<file path="src/rtl/prp_ti_pkg.sv">
`timescale 1ns / 1ps
// ----------------------------------------------------------------------------
// prp_ti_pkg
// Shared types and constants for the redundancy trailer inserter.
// ----------------------------------------------------------------------------
package prp_ti_pkg;

  localparam int CNT_W = 12;
  localparam int SEQ_W = 16;
  localparam int PAD_W = 6;

  localparam logic [CNT_W-1:0] HDR_BYTES = 12'd14;
  localparam logic [CNT_W-1:0] TRL_BYTES = 12'd6;
  localparam logic [CNT_W-1:0] COUNT_MAX = 12'hFFF;
  localparam logic [PAD_W-1:0] PAD_LIMIT = 6'd57;

  localparam logic [3:0] LAN_A_TAG = 4'hA;
  localparam logic [3:0] LAN_B_TAG = 4'hB;
  localparam logic [7:0] SUFFIX_HI = 8'h88;
  localparam logic [7:0] SUFFIX_LO = 8'hFB;

  // Trailer byte positions
  localparam logic [2:0] TRL_SEQ_HI  = 3'd0;
  localparam logic [2:0] TRL_SEQ_LO  = 3'd1;
  localparam logic [2:0] TRL_MID_HI  = 3'd2;
  localparam logic [2:0] TRL_MID_LO  = 3'd3;
  localparam logic [2:0] TRL_SUF_HI  = 3'd4;
  localparam logic [2:0] TRL_SUF_LO  = 3'd5;

  typedef enum logic [0:0] {
    REG_LAN_SELECT = 1'b0,
    REG_MIN_FRAME  = 1'b1
  } cfg_reg_t;

  typedef enum logic [1:0] {
    PH_IDLE,
    PH_PAD,
    PH_TRAIL
  } phase_t;

  // Frame-end request from the byte path to the tail sequencer
  typedef struct packed {
    logic             start;
    logic [PAD_W-1:0] pad;
    logic [CNT_W-1:0] size;
    logic             lan_b;
  } tail_req_t;

  // One padding or trailer beat offered to the output register
  typedef struct packed {
    logic       valid;
    logic [7:0] data;
    logic       last;
  } tail_beat_t;

endpackage

</file>
<file path="src/rtl/prp_ti_tail.sv">
`timescale 1ns / 1ps
// ----------------------------------------------------------------------------
// prp_ti_tail
// Padding and trailer sequencer: emits zero pad beats, then the six trailer
// beats, one per free output slot; owns the frame sequence counter.
// ----------------------------------------------------------------------------
module prp_ti_tail
  import prp_ti_pkg::*;
(
  input  logic       clk,
  input  logic       rst_n,
  input  tail_req_t  req,
  input  logic       slot_free,
  output logic       busy,
  output tail_beat_t beat
);

  phase_t           phase_r, phase_nxt;
  logic [PAD_W-1:0] pad_r, pad_nxt;
  logic [2:0]       idx_r, idx_nxt;
  logic [SEQ_W-1:0] seq_r, seq_nxt;
  logic [CNT_W-1:0] size_r;
  logic             lan_b_r;
  logic [15:0]      mid;
  logic [7:0]       trl_byte;

  assign mid = {(lan_b_r ? LAN_B_TAG : LAN_A_TAG), size_r};

  // Select trailer byte by position
  always_comb begin
    case (idx_r)
      TRL_SEQ_HI: trl_byte = seq_r[15:8];
      TRL_SEQ_LO: trl_byte = seq_r[7:0];
      TRL_MID_HI: trl_byte = mid[15:8];
      TRL_MID_LO: trl_byte = mid[7:0];
      TRL_SUF_HI: trl_byte = SUFFIX_HI;
      TRL_SUF_LO: trl_byte = SUFFIX_LO;
      default:    trl_byte = 8'h00;
    endcase
  end

  // Advance through padding and trailer
  always_comb begin
    phase_nxt  = phase_r;
    pad_nxt    = pad_r;
    idx_nxt    = idx_r;
    seq_nxt    = seq_r;
    beat.valid = 1'b0;
    beat.data  = 8'h00;
    beat.last  = 1'b0;
    case (phase_r)
      PH_IDLE: begin
        if (req.start) begin
          pad_nxt   = req.pad;
          idx_nxt   = TRL_SEQ_HI;
          phase_nxt = (req.pad != '0) ? PH_PAD : PH_TRAIL;
        end
      end
      PH_PAD: begin
        if (slot_free) begin
          beat.valid = 1'b1;
          pad_nxt    = pad_r - 1'b1;
          if (pad_r == PAD_W'(1)) begin
            phase_nxt = PH_TRAIL;
          end
        end
      end
      PH_TRAIL: begin
        if (slot_free) begin
          beat.valid = 1'b1;
          beat.data  = trl_byte;
          idx_nxt    = idx_r + 1'b1;
          if (idx_r == TRL_SUF_LO) begin
            beat.last = 1'b1;
            seq_nxt   = seq_r + 1'b1;
            phase_nxt = PH_IDLE;
          end
        end
      end
      default: phase_nxt = PH_IDLE;
    endcase
  end

  assign busy = (phase_r != PH_IDLE);

  // Hold control state
  always_ff @(posedge clk) begin
    if (!rst_n) begin
      phase_r <= PH_IDLE;
      pad_r   <= '0;
      idx_r   <= '0;
      seq_r   <= '0;
    end else begin
      phase_r <= phase_nxt;
      pad_r   <= pad_nxt;
      idx_r   <= idx_nxt;
      seq_r   <= seq_nxt;
    end
  end

  // Capture trailer fields at frame end
  always_ff @(posedge clk) begin
    if (req.start && phase_r == PH_IDLE) begin
      size_r  <= req.size;
      lan_b_r <= req.lan_b;
    end
  end

endmodule

</file>
<file path="src/rtl/prp_trailer_inserter.sv">
`timescale 1ns / 1ps
// ----------------------------------------------------------------------------
// prp_trailer_inserter
// Appends zero padding and the six-byte redundancy trailer to a byte stream.
// ----------------------------------------------------------------------------
// Frame bytes pass through one beat per cycle into a single output register
// whose slot frees whenever the consumer takes the current beat, so input
// is taken every cycle while the output side keeps up. On the beat marked
// frame_end the tail sequencer takes over the output register for its pad
// beats and six trailer beats (pad at most 57), while in_ready is low. Bytes past
// MAX_FRAME_BYTES in one frame are taken and dropped. The trailer carries the
// sequence number, the LAN tag over the 12-bit size (payload + 6, saturating),
// and 0x88 0xFB. Configuration writes are taken at any time (cfg_ready is
// always high) and must happen only while the block is idle.
// ----------------------------------------------------------------------------
module prp_trailer_inserter
  import prp_ti_pkg::*;
#(
  parameter int MAX_FRAME_BYTES = 2048
) (
  input  logic       clk,
  input  logic       rst_n,
  input  logic       in_valid,
  output logic       in_ready,
  input  logic [7:0] in_data_byte,
  input  logic       in_frame_end,
  output logic       out_valid,
  input  logic       out_ready,
  output logic [7:0] out_byte,
  output logic       out_last,
  input  logic       cfg_valid,
  output logic       cfg_ready,
  input  logic [0:0] cfg_index,
  input  logic [7:0] cfg_data
);

  localparam logic [CNT_W:0] MAX_BYTES = (CNT_W+1)'(MAX_FRAME_BYTES);

  logic             lan_select_r;
  logic [7:0]       min_frame_r;
  logic [CNT_W-1:0] count_r, count_nxt;
  logic             out_valid_r, out_valid_nxt;
  logic [7:0]       out_byte_r;
  logic             out_last_r;

  logic             slot_free;
  logic             acc;
  logic             pass_ok;
  logic [CNT_W-1:0] count_inc;
  logic [CNT_W:0]   total;
  logic [CNT_W:0]   pad_full;
  logic [CNT_W-1:0] payload;
  logic [CNT_W:0]   size_full;
  tail_req_t        req;
  tail_beat_t       tbeat;
  logic             tail_busy;

  // Configuration write port
  assign cfg_ready = 1'b1;

  always_ff @(posedge clk) begin
    if (!rst_n) begin
      lan_select_r <= 1'b0;
      min_frame_r  <= 8'd60;
    end else if (cfg_valid) begin
      case (cfg_reg_t'(cfg_index))
        REG_LAN_SELECT: lan_select_r <= cfg_data[0];
        REG_MIN_FRAME:  min_frame_r  <= cfg_data;
        default: ;
      endcase
    end
  end

  // Input handshake
  assign slot_free = !out_valid_r || out_ready;
  assign in_ready  = slot_free && !tail_busy;
  assign acc       = in_valid && in_ready;

  // Count frame bytes, drop past the size limit
  assign pass_ok   = {1'b0, count_r} < MAX_BYTES;
  assign count_inc = (pass_ok && count_r != COUNT_MAX) ? count_r + 1'b1 : count_r;

  always_comb begin
    count_nxt = count_r;
    if (acc) begin
      count_nxt = in_frame_end ? '0 : count_inc;
    end
  end

  // Padding and size for the trailer
  assign total    = {1'b0, count_inc} + {1'b0, TRL_BYTES};
  assign pad_full = (total < {5'd0, min_frame_r}) ? {5'd0, min_frame_r} - total : '0;
  assign payload  = (count_inc >= HDR_BYTES) ? count_inc - HDR_BYTES : '0;
  assign size_full = {1'b0, payload} + {1'b0, TRL_BYTES};

  always_comb begin
    req.start = acc && in_frame_end;
    req.pad   = (pad_full > {7'd0, PAD_LIMIT}) ? PAD_LIMIT : pad_full[PAD_W-1:0];
    req.size  = size_full[CNT_W] ? COUNT_MAX : size_full[CNT_W-1:0];
    req.lan_b = lan_select_r;
  end

  prp_ti_tail u_tail (
    .clk      (clk),
    .rst_n    (rst_n),
    .req      (req),
    .slot_free(slot_free),
    .busy     (tail_busy),
    .beat     (tbeat)
  );

  // Output register
  always_comb begin
    out_valid_nxt = out_valid_r && !out_ready;
    if ((acc && pass_ok) || tbeat.valid) begin
      out_valid_nxt = 1'b1;
    end
  end

  always_ff @(posedge clk) begin
    if (!rst_n) begin
      out_valid_r <= 1'b0;
      count_r     <= '0;
    end else begin
      out_valid_r <= out_valid_nxt;
      count_r     <= count_nxt;
    end
  end

  // Load frame beat or tail beat
  always_ff @(posedge clk) begin
    if (acc && pass_ok) begin
      out_byte_r <= in_data_byte;
      out_last_r <= 1'b0;
    end else if (tbeat.valid) begin
      out_byte_r <= tbeat.data;
      out_last_r <= tbeat.last;
    end
  end

  assign out_valid = out_valid_r;
  assign out_byte  = out_byte_r;
  assign out_last  = out_last_r;

endmodule
</file>
<file path="config.mk">
export PLATFORM = sky130hd
export DESIGN_NAME = prp_trailer_inserter
export DESIGN_NICKNAME = d
export VERILOG_FILES = /design/src/rtl/prp_ti_pkg.sv /design/src/rtl/prp_ti_tail.sv /design/src/rtl/prp_trailer_inserter.sv
export SDC_FILE = /design/constraint.sdc
export NUM_CORES = 1
export LEC_CHECK = 0
export CAP_MARGIN = 20
export CORE_MARGIN = 5
export CORE_UTILIZATION = 70
export CTS_CLUSTER_SIZE = 24
export DETAILED_ROUTE_END_ITERATION = 16
export DONT_BUFFER_PORTS = 1
export GPL_TIMING_DRIVEN = 0
export PLACE_DENSITY = 0.82
export SYNTH_ARGS = -nofsm -noshare
export SYNTH_HDL_FRONTEND = slang
export SYNTH_HIERARCHICAL = 1
export SYNTH_SLANG_ARGS = --single-unit
</file>
<file path="constraint.sdc">
create_clock -name clk -period 9.8 [get_ports clk]
set_input_delay 0.49 -clock clk [delete_from_list [all_inputs] [get_ports clk]]
set_output_delay 0.49 -clock clk [all_outputs]
set_load 0.02 [all_outputs]
</file>
==> run_results.csv, run 1 <==
group,metric,value,unit
route,wire_per_inst,17.8,um
synth,netlist_area,5110,um2
power,cellPowerDensity,165,nW/um2
timing,worst_slew_pin_slew,0.923,ns
synth,synth-edff-count,21,
setup_path,r2r_cells,16,
synth,synth_seq_cells,71,
clocking,post-cts-setup-buffers,0,
setup_path,worstSetupPathType,"reg2reg",
setup_path,crit_fanout,9,
finish,fillCellCount,534,
synth,synth_top_area_cell,"dfxtp_1",
synth,synthTopCellsByArea,"dfxtp_1, edfxtp_1, ha_1",
run_status,status,"finished clean",
min_path,hold_class,"in2reg",
finish,syn_to_final_growth,6.91,%
route,drt-total-wl,12500,um
run,max_cap_violations,0,
timing,fin_skew,0.00830,ns
route,drc_errors,0,
timing,fmax,195,MHz
placement,gp_congestion,0.942,
grt,grt_max_degree,14,
clocking,worstSkewPairLatency,0.34,ns
setup_path,cpMaxStageDelayCell,"mux2i_1",
setup_path,r2r_start,"count_r[1]",
timing,fin_ws,4.66,ns
floorplanning,design.die.area,9110,um2
route,top_layer,"met4",
floorplanning,die_h,95.4,um
floorplanning,ios,35,
setup_path,crit_chain,"ha_1 > mux2i_1 > ha_1 > ha_1 > nor2b_1 > o21ai_0 > a21oi_1 > o21ai_0 > a31oi_1 > a311oi_1 > o221a_2 > a21oi_1 > or4_1 > o41ai_1 > nand2_1 > mux2i_1",
synth,async_flop_share,0,
floorplanning,die-width,95.4,um
route,via_per_inst,6.47,
finish,nNetsFinal,647,
floorplanning,initial_utilization,0.712,
route,dr_wl_met2,6220,um
synth,synth.distinct_cells,83,
setup_path,cpPeakStageDelay,0.70,ns
route,firstDrtPassIters,5,
synth,yosys-top-cells-count,"nand2_1, dfxtp_1, nor2_1",
timing,period_share,0.525,
min_path,hold-path-cell-count,2,
floorplanning,rows,31,
synth,yosys.area_share.simple,0.271,
synth,ys.flop_type,"dfxtp_1",
synth,synth_top_area_share,0.196,
synth,synthMuxAreaShare,0.0414,
synth,yosysSeqAreaShare,0.319,
setup_path,critPathArrivalTime,5.41,ns
timing,max-slew-margin-rel,0.367,
min_path,min_from,"cfg_data[4]",
synth,synthXorXnorAreaFrac,0.0646,
placement,dp_hpwl,9170,um
route,drtIter0Drc,355,
synth,synth_top_family_by_area,"simple AND/OR/NAND/NOR gates",
setup_path,start_kind,"register",
power,p_int,0.593,mW
grt,grt_usage,0.290,
synth,yosysWarnings,6,
synth,synth_compound_gate_area_share,0.186,
setup_path,setup.worst_path.start,"count_r[1]",
route,route.vias.total,4558,
finish,utilization,0.761,
grt,gr-total-overflow,0,
synth,avgSynthCellArea,8.68,um2
timing,hold_viol_final,0,
placement,port-buffer-count,0,
power,pwr-share-seq,0.422,
clocking,cts.path.max_buffers,2,
timing,hold_slack,0.264,ns
clocking,cts_tree,"done",
finish,n_antenna_cell,0,
timing,fin_crit,5.14,ns
setup_path,path_common_cell,"ha_1",
finish,drive_above_1_share,0.126,
power,p_total,0.903,mW
power,power_frac_comb,0.286,
clocking,clkSinkCount,71,
clocking,cts_root_buffer,"clkbuf_8",
clocking,numCtsBuffers,9,
power,switchingPower,0.310,mW
power,switching_share,0.344,
power,power_frac_clock,0.292,
setup_path,required,10.07,ns
clocking,post_cts_resized,0,
setup_path,critPathCaptureType,"register",
power,vdd_ir_drop_max,0.101,mV
synth,yosys.area_share.adder,0.0602,
setup_path,crit_end,"u_tail/phase_r[1]",
setup_path,r2r_end,"u_tail/phase_r[1]",
synth,synth_nets,636,
route,ant_nets,0,
route,dr_wl_met3,716,um
clocking,hold_buffers,0,
finish,seqCellArea,1630,um2
setup_path,reg2reg_setup_slack,4.66,ns
timing,final_max_slew_viol_count,0,
placement,dp_slack,4.84,ns
floorplanning,coreArea,7180,um2
grt,antenna_found_initial,0,
clocking,h-tree-depth,3,
timing,timing.setup.tns,0,ns
finish,multi_input_area,3190,um2
timing,finalSetupViolCount,0,
route,met1_length,5050,um
clocking,clk_pin_slew,0.08,ns
power,leakage,2.10,nW
timing,rsz0062_at_grt,"false",
grt,grt_pass1_wl,20800,um
synth,syn_inst,589,
grt,first_global_vias,4424,
synth,synth_most_common_cell,"nand2_1",
[cell type report]
cell class / instances / share of cell area
clock inverters: 2 / 0.00641
well taps: 99 / 0.0227
clock buffers: 14 / 0.0355
multi-input cells: 462 / 0.583
inverters: 27 / 0.0186
plain buffers: 29 / 0.0348
flip-flops and latches: 71 / 0.299
[how the worst min path moves through the flow]
stage | slack, ns | endpoint
floorplan | 0.41 | u_tail/lan_b_r
global placement | 0.45 | min_frame_r[0]
detailed placement | 0.47 | u_tail/pad_r[5]
CTS | 0.26 | min_frame_r[4]
global route | 0.28 | min_frame_r[4]
finish | 0.26 | min_frame_r[4]
[sequential cells by signal, summed over array words and instances, names as in the netlist]
name,flops
u_tail/seq_r,16
count_r,12
u_tail/size_r,12
min_frame_r,8
out_byte,8
u_tail/pad_r,6
u_tail/idx_r,3
u_tail/phase_r,2
lan_select_r,1
out_last,1
out_valid,1
u_tail/lan_b_r,1
[power by group through the flow]
stage	Sequential [mW]	Clock (mW)	Combinational [mW]
5_1_grt	0.385	0.282	0.287
4_1_cts	0.381	0.267	0.255
2_1_floorplan	0.381	0	0.199
3_5_place_dp	0.388	0	0.252
6_report	0.381	0.263	0.259
3_3_place_gp	0.387	0	0.246
[cell usage in the layout (no fill, tap or decap), types with 18 or more instances in the layout]
cell type   n
edfxtp_1   21
a21oi_1    33
ha_1       23
nand2_1    62
nor2_1     43
nand3_1    22
inv_1      25
o21ai_0    38
nor2b_1    18
dfxtp_1    50
[critical path, delay by kind of cell, from the launching register on]
family	cells	cell delay [ns]
AOI/OAI and AO/OA	8	1.76
DFF	1	0.57
and+or+nand+nor	3	0.80
muxes	2	0.84
adders and majority gates	3	1.08
[stage by stage]
stage / area, um2 / cells
global placement: 5230 / 688
CTS: 5460 / 704
finish: 5460 / 704
global route: 5460 / 704
floorplan: 5110 / 589
detailed placement: 5230 / 688
[cell families after synthesis]
logic type / Yosys count
other: 1
muxes: 20
DFF: 71
buffers and inverters: 56
adders and majority gates: 24
AOI/OAI and AO/OA: 141
xor gates and xnor gates: 33
and+or+nand+nor: 243
[layer usage]
layer	GRT usage	vias up
li1	-	2183
met1	0.344	2126
met2	0.510	202
met3	0.0395	47
met4	0.146	0
met5	0	-
No activity file was read; power rests on OpenSTA's default activity.
==> inputs of run 2 (changes only) <==
Settings changed: CORE_UTILIZATION 70 to 58, PLACE_DENSITY 0.82 to 0.72.
Clock period 9.8 ns to 4.2 ns, I/O delays scaled along.
==> run 2 against run 1 <==
  * Maximum frequency is 24% higher
  * Combinational power grew to 2.5 times the previous value
  * Critical path depth is 2 higher
  * Power is 140% higher
  * Highest routed layer unchanged
==> run_results.csv, run 2 (synthesized netlist as in run 1, its figures left out) <==
group,metric,value,unit
power,pwr-share-seq,0.403,
setup_path,setup.worst_path.start,"count_r[1]",
clocking,cts_tree,"done",
run,max_cap_violations,0,
setup_path,required,4.42,ns
route,firstDrtPassIters,5,
route,drc_errors,0,
setup_path,r2r_start,"count_r[1]",
route,route.vias.total,4577,
finish,syn_to_final_growth,13.6,%
clocking,clkSinkCount,71,
clocking,worstSkewPairLatency,0.35,ns
timing,fin_skew,0.0146,ns
floorplanning,coreArea,8640,um2
placement,dp_hpwl,9280,um
floorplanning,rows,34,
power,p_total,2.20,mW
grt,grt_usage,0.223,
setup_path,crit_fanout,7,
grt,antenna_found_initial,0,
timing,max-slew-margin-rel,0.384,
setup_path,critPathArrivalTime,4.38,ns
floorplanning,ios,35,
floorplanning,initial_utilization,0.592,
clocking,cts.path.max_buffers,2,
route,wire_per_inst,17.5,um
clocking,cts_root_buffer,"clkbuf_8",
power,p_int,1.45,mW
clocking,clk_pin_slew,0.08,ns
placement,gp_congestion,0.948,
finish,drive_above_1_share,0.176,
clocking,h-tree-depth,3,
finish,nNetsFinal,667,
finish,top_register,"u_tail/seq_r",
timing,fin_crit,4.15,ns
timing,timing.setup.tns,0,ns
setup_path,worstSetupPathType,"reg2reg",
finish,mostFrequentLayoutCells,"nand2_1, dfxtp_1, nor2_1",
finish,final_common_cell,"nand2_1",
run_status,status,"finished clean",
timing,worst_slew_pin_slew,0.920,ns
power,switching_share,0.342,
setup_path,critPathCaptureType,"register",
floorplanning,design.die.area,10800,um2
finish,fillCellCount,728,
power,cellPowerDensity,379,nW/um2
power,vdd_ir_drop_max,0.241,mV
timing,period_share,0.989,
grt,first_global_vias,4305,
floorplanning,die_h,104,um
route,drt-total-wl,12800,um
grt,gr-total-overflow,0,
timing,fmax,241,MHz
setup_path,start_kind,"register",
power,switchingPower,0.753,mW
timing,finalSetupViolCount,0,
grt,grt_pass1_wl,20400,um
clocking,numCtsBuffers,9,
power,leakage,2.24,nW
power,power_frac_clock,0.300,
placement,port-buffer-count,0,
finish,largest_reg_flops,16,
floorplanning,die-width,104,um
min_path,min_from,"cfg_data[0]",
timing,hold_viol_final,0,
grt,grt_max_degree,14,
power,power_frac_comb,0.297,
route,ant_nets,0,
route,via_per_inst,6.24,
finish,top_regs,"u_tail/seq_r: 16 flops, count_r: 12 flops, u_tail/size_r: 12 flops",
min_path,hold_class,"in2reg",
route,drtIter0Drc,243,
finish,n_antenna_cell,0,
timing,final_max_slew_viol_count,0,
==> run 2: changes by cell type in the layout (fill, tap and decap cells not counted), sizes merged <==
cell	delta
dlygate4sd3	+4
bufinv	+2
clkinv	+3
clkbuf	-5
buf	+16
==> run 2: cell type report <==
type	count	area, um2	share of cell area
Sequential cell	71	1640	0.282
Multi-Input combinational cell	462	3340	0.575
Buffer	29	198	0.0340
Clock inverter	7	111	0.0192
Inverter	27	101	0.0175
Tap cell	108	135	0.0233
Timing Repair Buffer	20	160	0.0276
Clock buffer	9	124	0.0213
==> run 2: final timing paths <==
| kind | to | slack [ns] | cells past startpoint |
|---|---|---|---|
| hold / removal | min_frame_r[0] | 0.01 | 2 |
| setup / recovery | u_tail/phase_r[1] | 0.05 | 18 |
| setup reg to reg | u_tail/phase_r[1] | 0.05 | 18 |
| hold reg to reg | min_frame_r[0] | 0.47 | 2 |
==> run 2: per-layer routing <==
metal / GRT usage / wire, um / part of all wire
met5: 0 / 0 / 0
met4: 0.0888 / 457 / 0.036
met3: 0.0428 / 718 / 0.056
met2: 0.376 / 6240 / 0.49
met1: 0.280 / 5410 / 0.42
==> run 2: power by group through the flow <==
stage,sequential (mW),combinational (mW),clock [mW]
CTS,0.890,0.613,0.667
global placement,0.901,0.579,0
detailed placement,0.905,0.593,0
finish,0.888,0.653,0.661
global route,0.899,0.720,0.701
floorplan,0.888,0.464,0
==> run 2: worst max-delay path: stages (launching register included) <==
cell	delay (ns)
dfxtp_4	0.40
ha_2	0.23
nor2b_2	0.19
xnor2_2	0.11
ha_1	0.25
nor3_2	0.26
nand2_1	0.15
nor2_1	0.17
xnor2_1	0.22
ha_2	0.37
nand4_1	0.09
o21ai_1	0.12
nor3_1	0.44
o221ai_4	0.23
nor3b_1	0.39
or4_4	0.21
o41ai_2	0.05
nand2_1	0.08
mux2i_1	0.07
==> run 2: through the flow <==
stage               area (um2)  hold WS [ns]  instances  setup WS (ns)   util
finish                    5810        0.0123        733         0.0473  0.672
global route              5810        0.0120        733         -0.162  0.672
CTS                       5600       0.00322        720        0.00786  0.649
detailed placement        5250         0.340        697         -0.759  0.607
global placement          5250         0.337        697         -0.615  0.607
floorplan                 5110         0.334        589         0.0733      -
==> run 2: repair_timing <==
item                                    in CTS  in global routing
setup buffers                                3                 13
resized for setup                           16                 19
hold buffers                                 4                  0
endpoints found under the hold margin        4                  0
endpoints found under the setup margin       8                  2
pin swaps                                    0                  7
==> inputs of run 3 (changes only) <==
Settings changed: CORE_ASPECT_RATIO set to 2.
==> run 3 against run 2 <==
  * Largest cell class unchanged
  * Clock power is 14% higher
  * Critical path depth increased by 1
  * Critical endpoint unchanged
  * Maximum frequency increased by 2.8%
  * Clock-buffer cell count unchanged
  * Final area is 0.45% lower
  * Core utilization down 0.40 points
  * Critical path type unchanged
  * Clock skew fell by 0.0095 ns
  * Register-to-register slack improved by 0.11 ns
  * Routed wire length grew 8.3%
  * Final cell count down 2.3%
  * Via count increased by 1.3%
==> run_results.csv, run 3 (synthesized netlist as in run 1, its figures left out) <==
group,metric,value,unit
timing,final_max_slew_viol_count,0,
route,via_per_inst,6.47,
route,wire_per_inst,19.4,um
floorplanning,coreArea,8650,um2
finish,final_common_cell,"nand2_1",
power,cellPowerDensity,398,nW/um2
grt,antenna_found_initial,0,
timing,fin_skew,0.00515,ns
power,vdd_ir_drop_max,0.315,mV
finish,largest_reg_flops,16,
finish,mostFrequentLayoutCells,"nand2_1, dfxtp_1, nor2_1",
placement,dp_slack,-0.717,ns
power,power_frac_clock,0.327,
clocking,worstSkewPairLatency,0.34,ns
clocking,cts_root_buffer,"clkbuf_16",
grt,grt_max_degree,14,
floorplanning,design.die.area,10900,um2
power,switching_share,0.343,
clocking,clk_pin_slew,0.06,ns
finish,n_antenna_cell,0,
floorplanning,rows,48,
timing,period_share,0.962,
finish,drive_above_1_share,0.169,
grt,first_global_vias,4702,
route,drtIter0Drc,246,
clocking,cts_tree,"done",
setup_path,cp_num_buf_inv,5,
clocking,h-tree-depth,3,
placement,port-buffer-count,0,
setup_path,critPathArrivalTime,4.31,ns
floorplanning,die_h,143,um
clocking,numCtsBuffers,9,
route,drc_errors,0,
grt,grt_usage,0.258,
route,ant_nets,0,
power,power_frac_comb,0.283,
timing,fin_crit,4.04,ns
timing,finalSetupViolCount,0,
finish,top_regs,"u_tail/seq_r: 16 flops, count_r: 12 flops, u_tail/size_r: 12 flops",
floorplanning,ios,35,
run,max_cap_violations,0,
power,p_int,1.51,mW
grt,grt_pass1_wl,22500,um
setup_path,path_delay_family,"compound AO/OA/AOI/OAI gates",
timing,worst_slew_pin_slew,0.925,ns
timing,fin_ws,0.159,ns
floorplanning,initial_utilization,0.591,
floorplanning,die-width,76.4,um
setup_path,crit_fanout,10,
power,p_total,2.30,mW
setup_path,start_kind,"register",
setup_path,critPathCaptureType,"register",
timing,max-slew-margin-rel,0.381,
timing,fmax,247,MHz
setup_path,path_common_cell,"a21oi_1",
placement,dp_hpwl,10700,um
min_path,hold_class,"in2reg",
setup_path,required,4.47,ns
setup_path,worstSetupPathType,"reg2reg",
power,leakage,2.22,nW
route,firstDrtPassIters,4,
route,route.vias.total,4636,
clocking,cts.path.max_buffers,2,
placement,gp_congestion,0.981,
finish,nNetsFinal,658,
finish,syn_to_final_growth,13.1,%
finish,top_register,"u_tail/seq_r",
grt,gr-total-overflow,0,
route,drt-total-wl,13900,um
setup_path,cpPeakStageDelay,0.56,ns
timing,hold_viol_final,0,
setup_path,crit_chain,"buf_6 > buf_6 > mux2i_4 > buf_4 > buf_4 > a21oi_1 > xnor2_1 > ha_1 > inv_1 > a21oi_1 > o21ai_2 > a31oi_1 > a311oi_1 > o221a_2 > a21oi_1 > or4_4 > o41ai_2 > nand2_1 > mux2i_1",
timing,timing.setup.tns,0,ns
setup_path,cpMaxStageDelayCell,"or4_4",
clocking,clkSinkCount,71,
power,pwr-share-seq,0.390,
power,switchingPower,0.788,mW
run_status,status,"finished clean",
-- run 3: changes by cell type in the layout (fill, tap and decap cells not counted), sizes merged --
cell | before | now
bufinv | 3 | 1
dlygate4sd3 | 4 | 3
clkinvlp | 0 | 2
buf | 34 | 26
-- run 3: area by class of cell --
type / instances / area [um2]
Buffer: 29 / 194
Clock buffer: 9 / 225
Clock inverter: 7 / 63.8
Fill cell: 755 / 2870
Inverter: 27 / 101
Multi-Input combinational cell: 462 / 3340
Sequential cell: 71 / 1640
Tap cell: 100 / 125
Timing Repair Buffer: 11 / 90.1
-- run 3: repair_timing --
item / 4_1_cts / 5_1_grt
endpoints found under the hold margin: 3 / 0
setup endpoints to repair: 9 / 2
resized for setup: 18 / 18
pin swaps: 1 / 2
hold buffers: 3 / 0
setup buffers: 3 / 5
-- run 3: final timing paths --
| path | start | endpoint | slack (ns) | depth (start not counted) |
|---|---|---|---|---|
| min | cfg_data[0] | min_frame_r[0] | 0.02 | 2 |
| max reg2reg | count_r[11] | u_tail/phase_r[1] | 0.16 | 19 |
| min reg2reg | min_frame_r[0] | min_frame_r[0] | 0.46 | 2 |
| max | count_r[11] | u_tail/phase_r[1] | 0.16 | 19 |
-- run 3: power by group through the flow --
stage	Combinational [mW]	Sequential [mW]	Clock, mW
floorplan	0.464	0.888	0
global placement	0.582	0.903	0
detailed placement	0.594	0.906	0
CTS	0.617	0.895	0.761
global route	0.722	0.904	0.790
finish	0.651	0.895	0.752
-- run 3: routing by layer --
layer | vias up | track usage | part of all wire
li1 | 2219 | - | -
met4 | 0 | 0.212 | 0.085
met1 | 2198 | 0.225 | 0.32
met2 | 143 | 0.498 | 0.56
met3 | 76 | 0.0423 | 0.034
met5 | - | 0 | 0
-- run 3: per-stage QoR --
| step | util | hold slack (ns) | area [um2] | cells |
|---|---|---|---|---|
| after detailed placement | 0.605 | 0.345 | 5240 | 689 |
| after global placement | 0.605 | 0.337 | 5240 | 689 |
| after CTS | 0.652 | 0.00923 | 5640 | 711 |
| after global routing | 0.668 | 0.0324 | 5780 | 716 |
| after floorplan | - | 0.334 | 5110 | 589 |
| final | 0.668 | 0.0154 | 5780 | 716 |
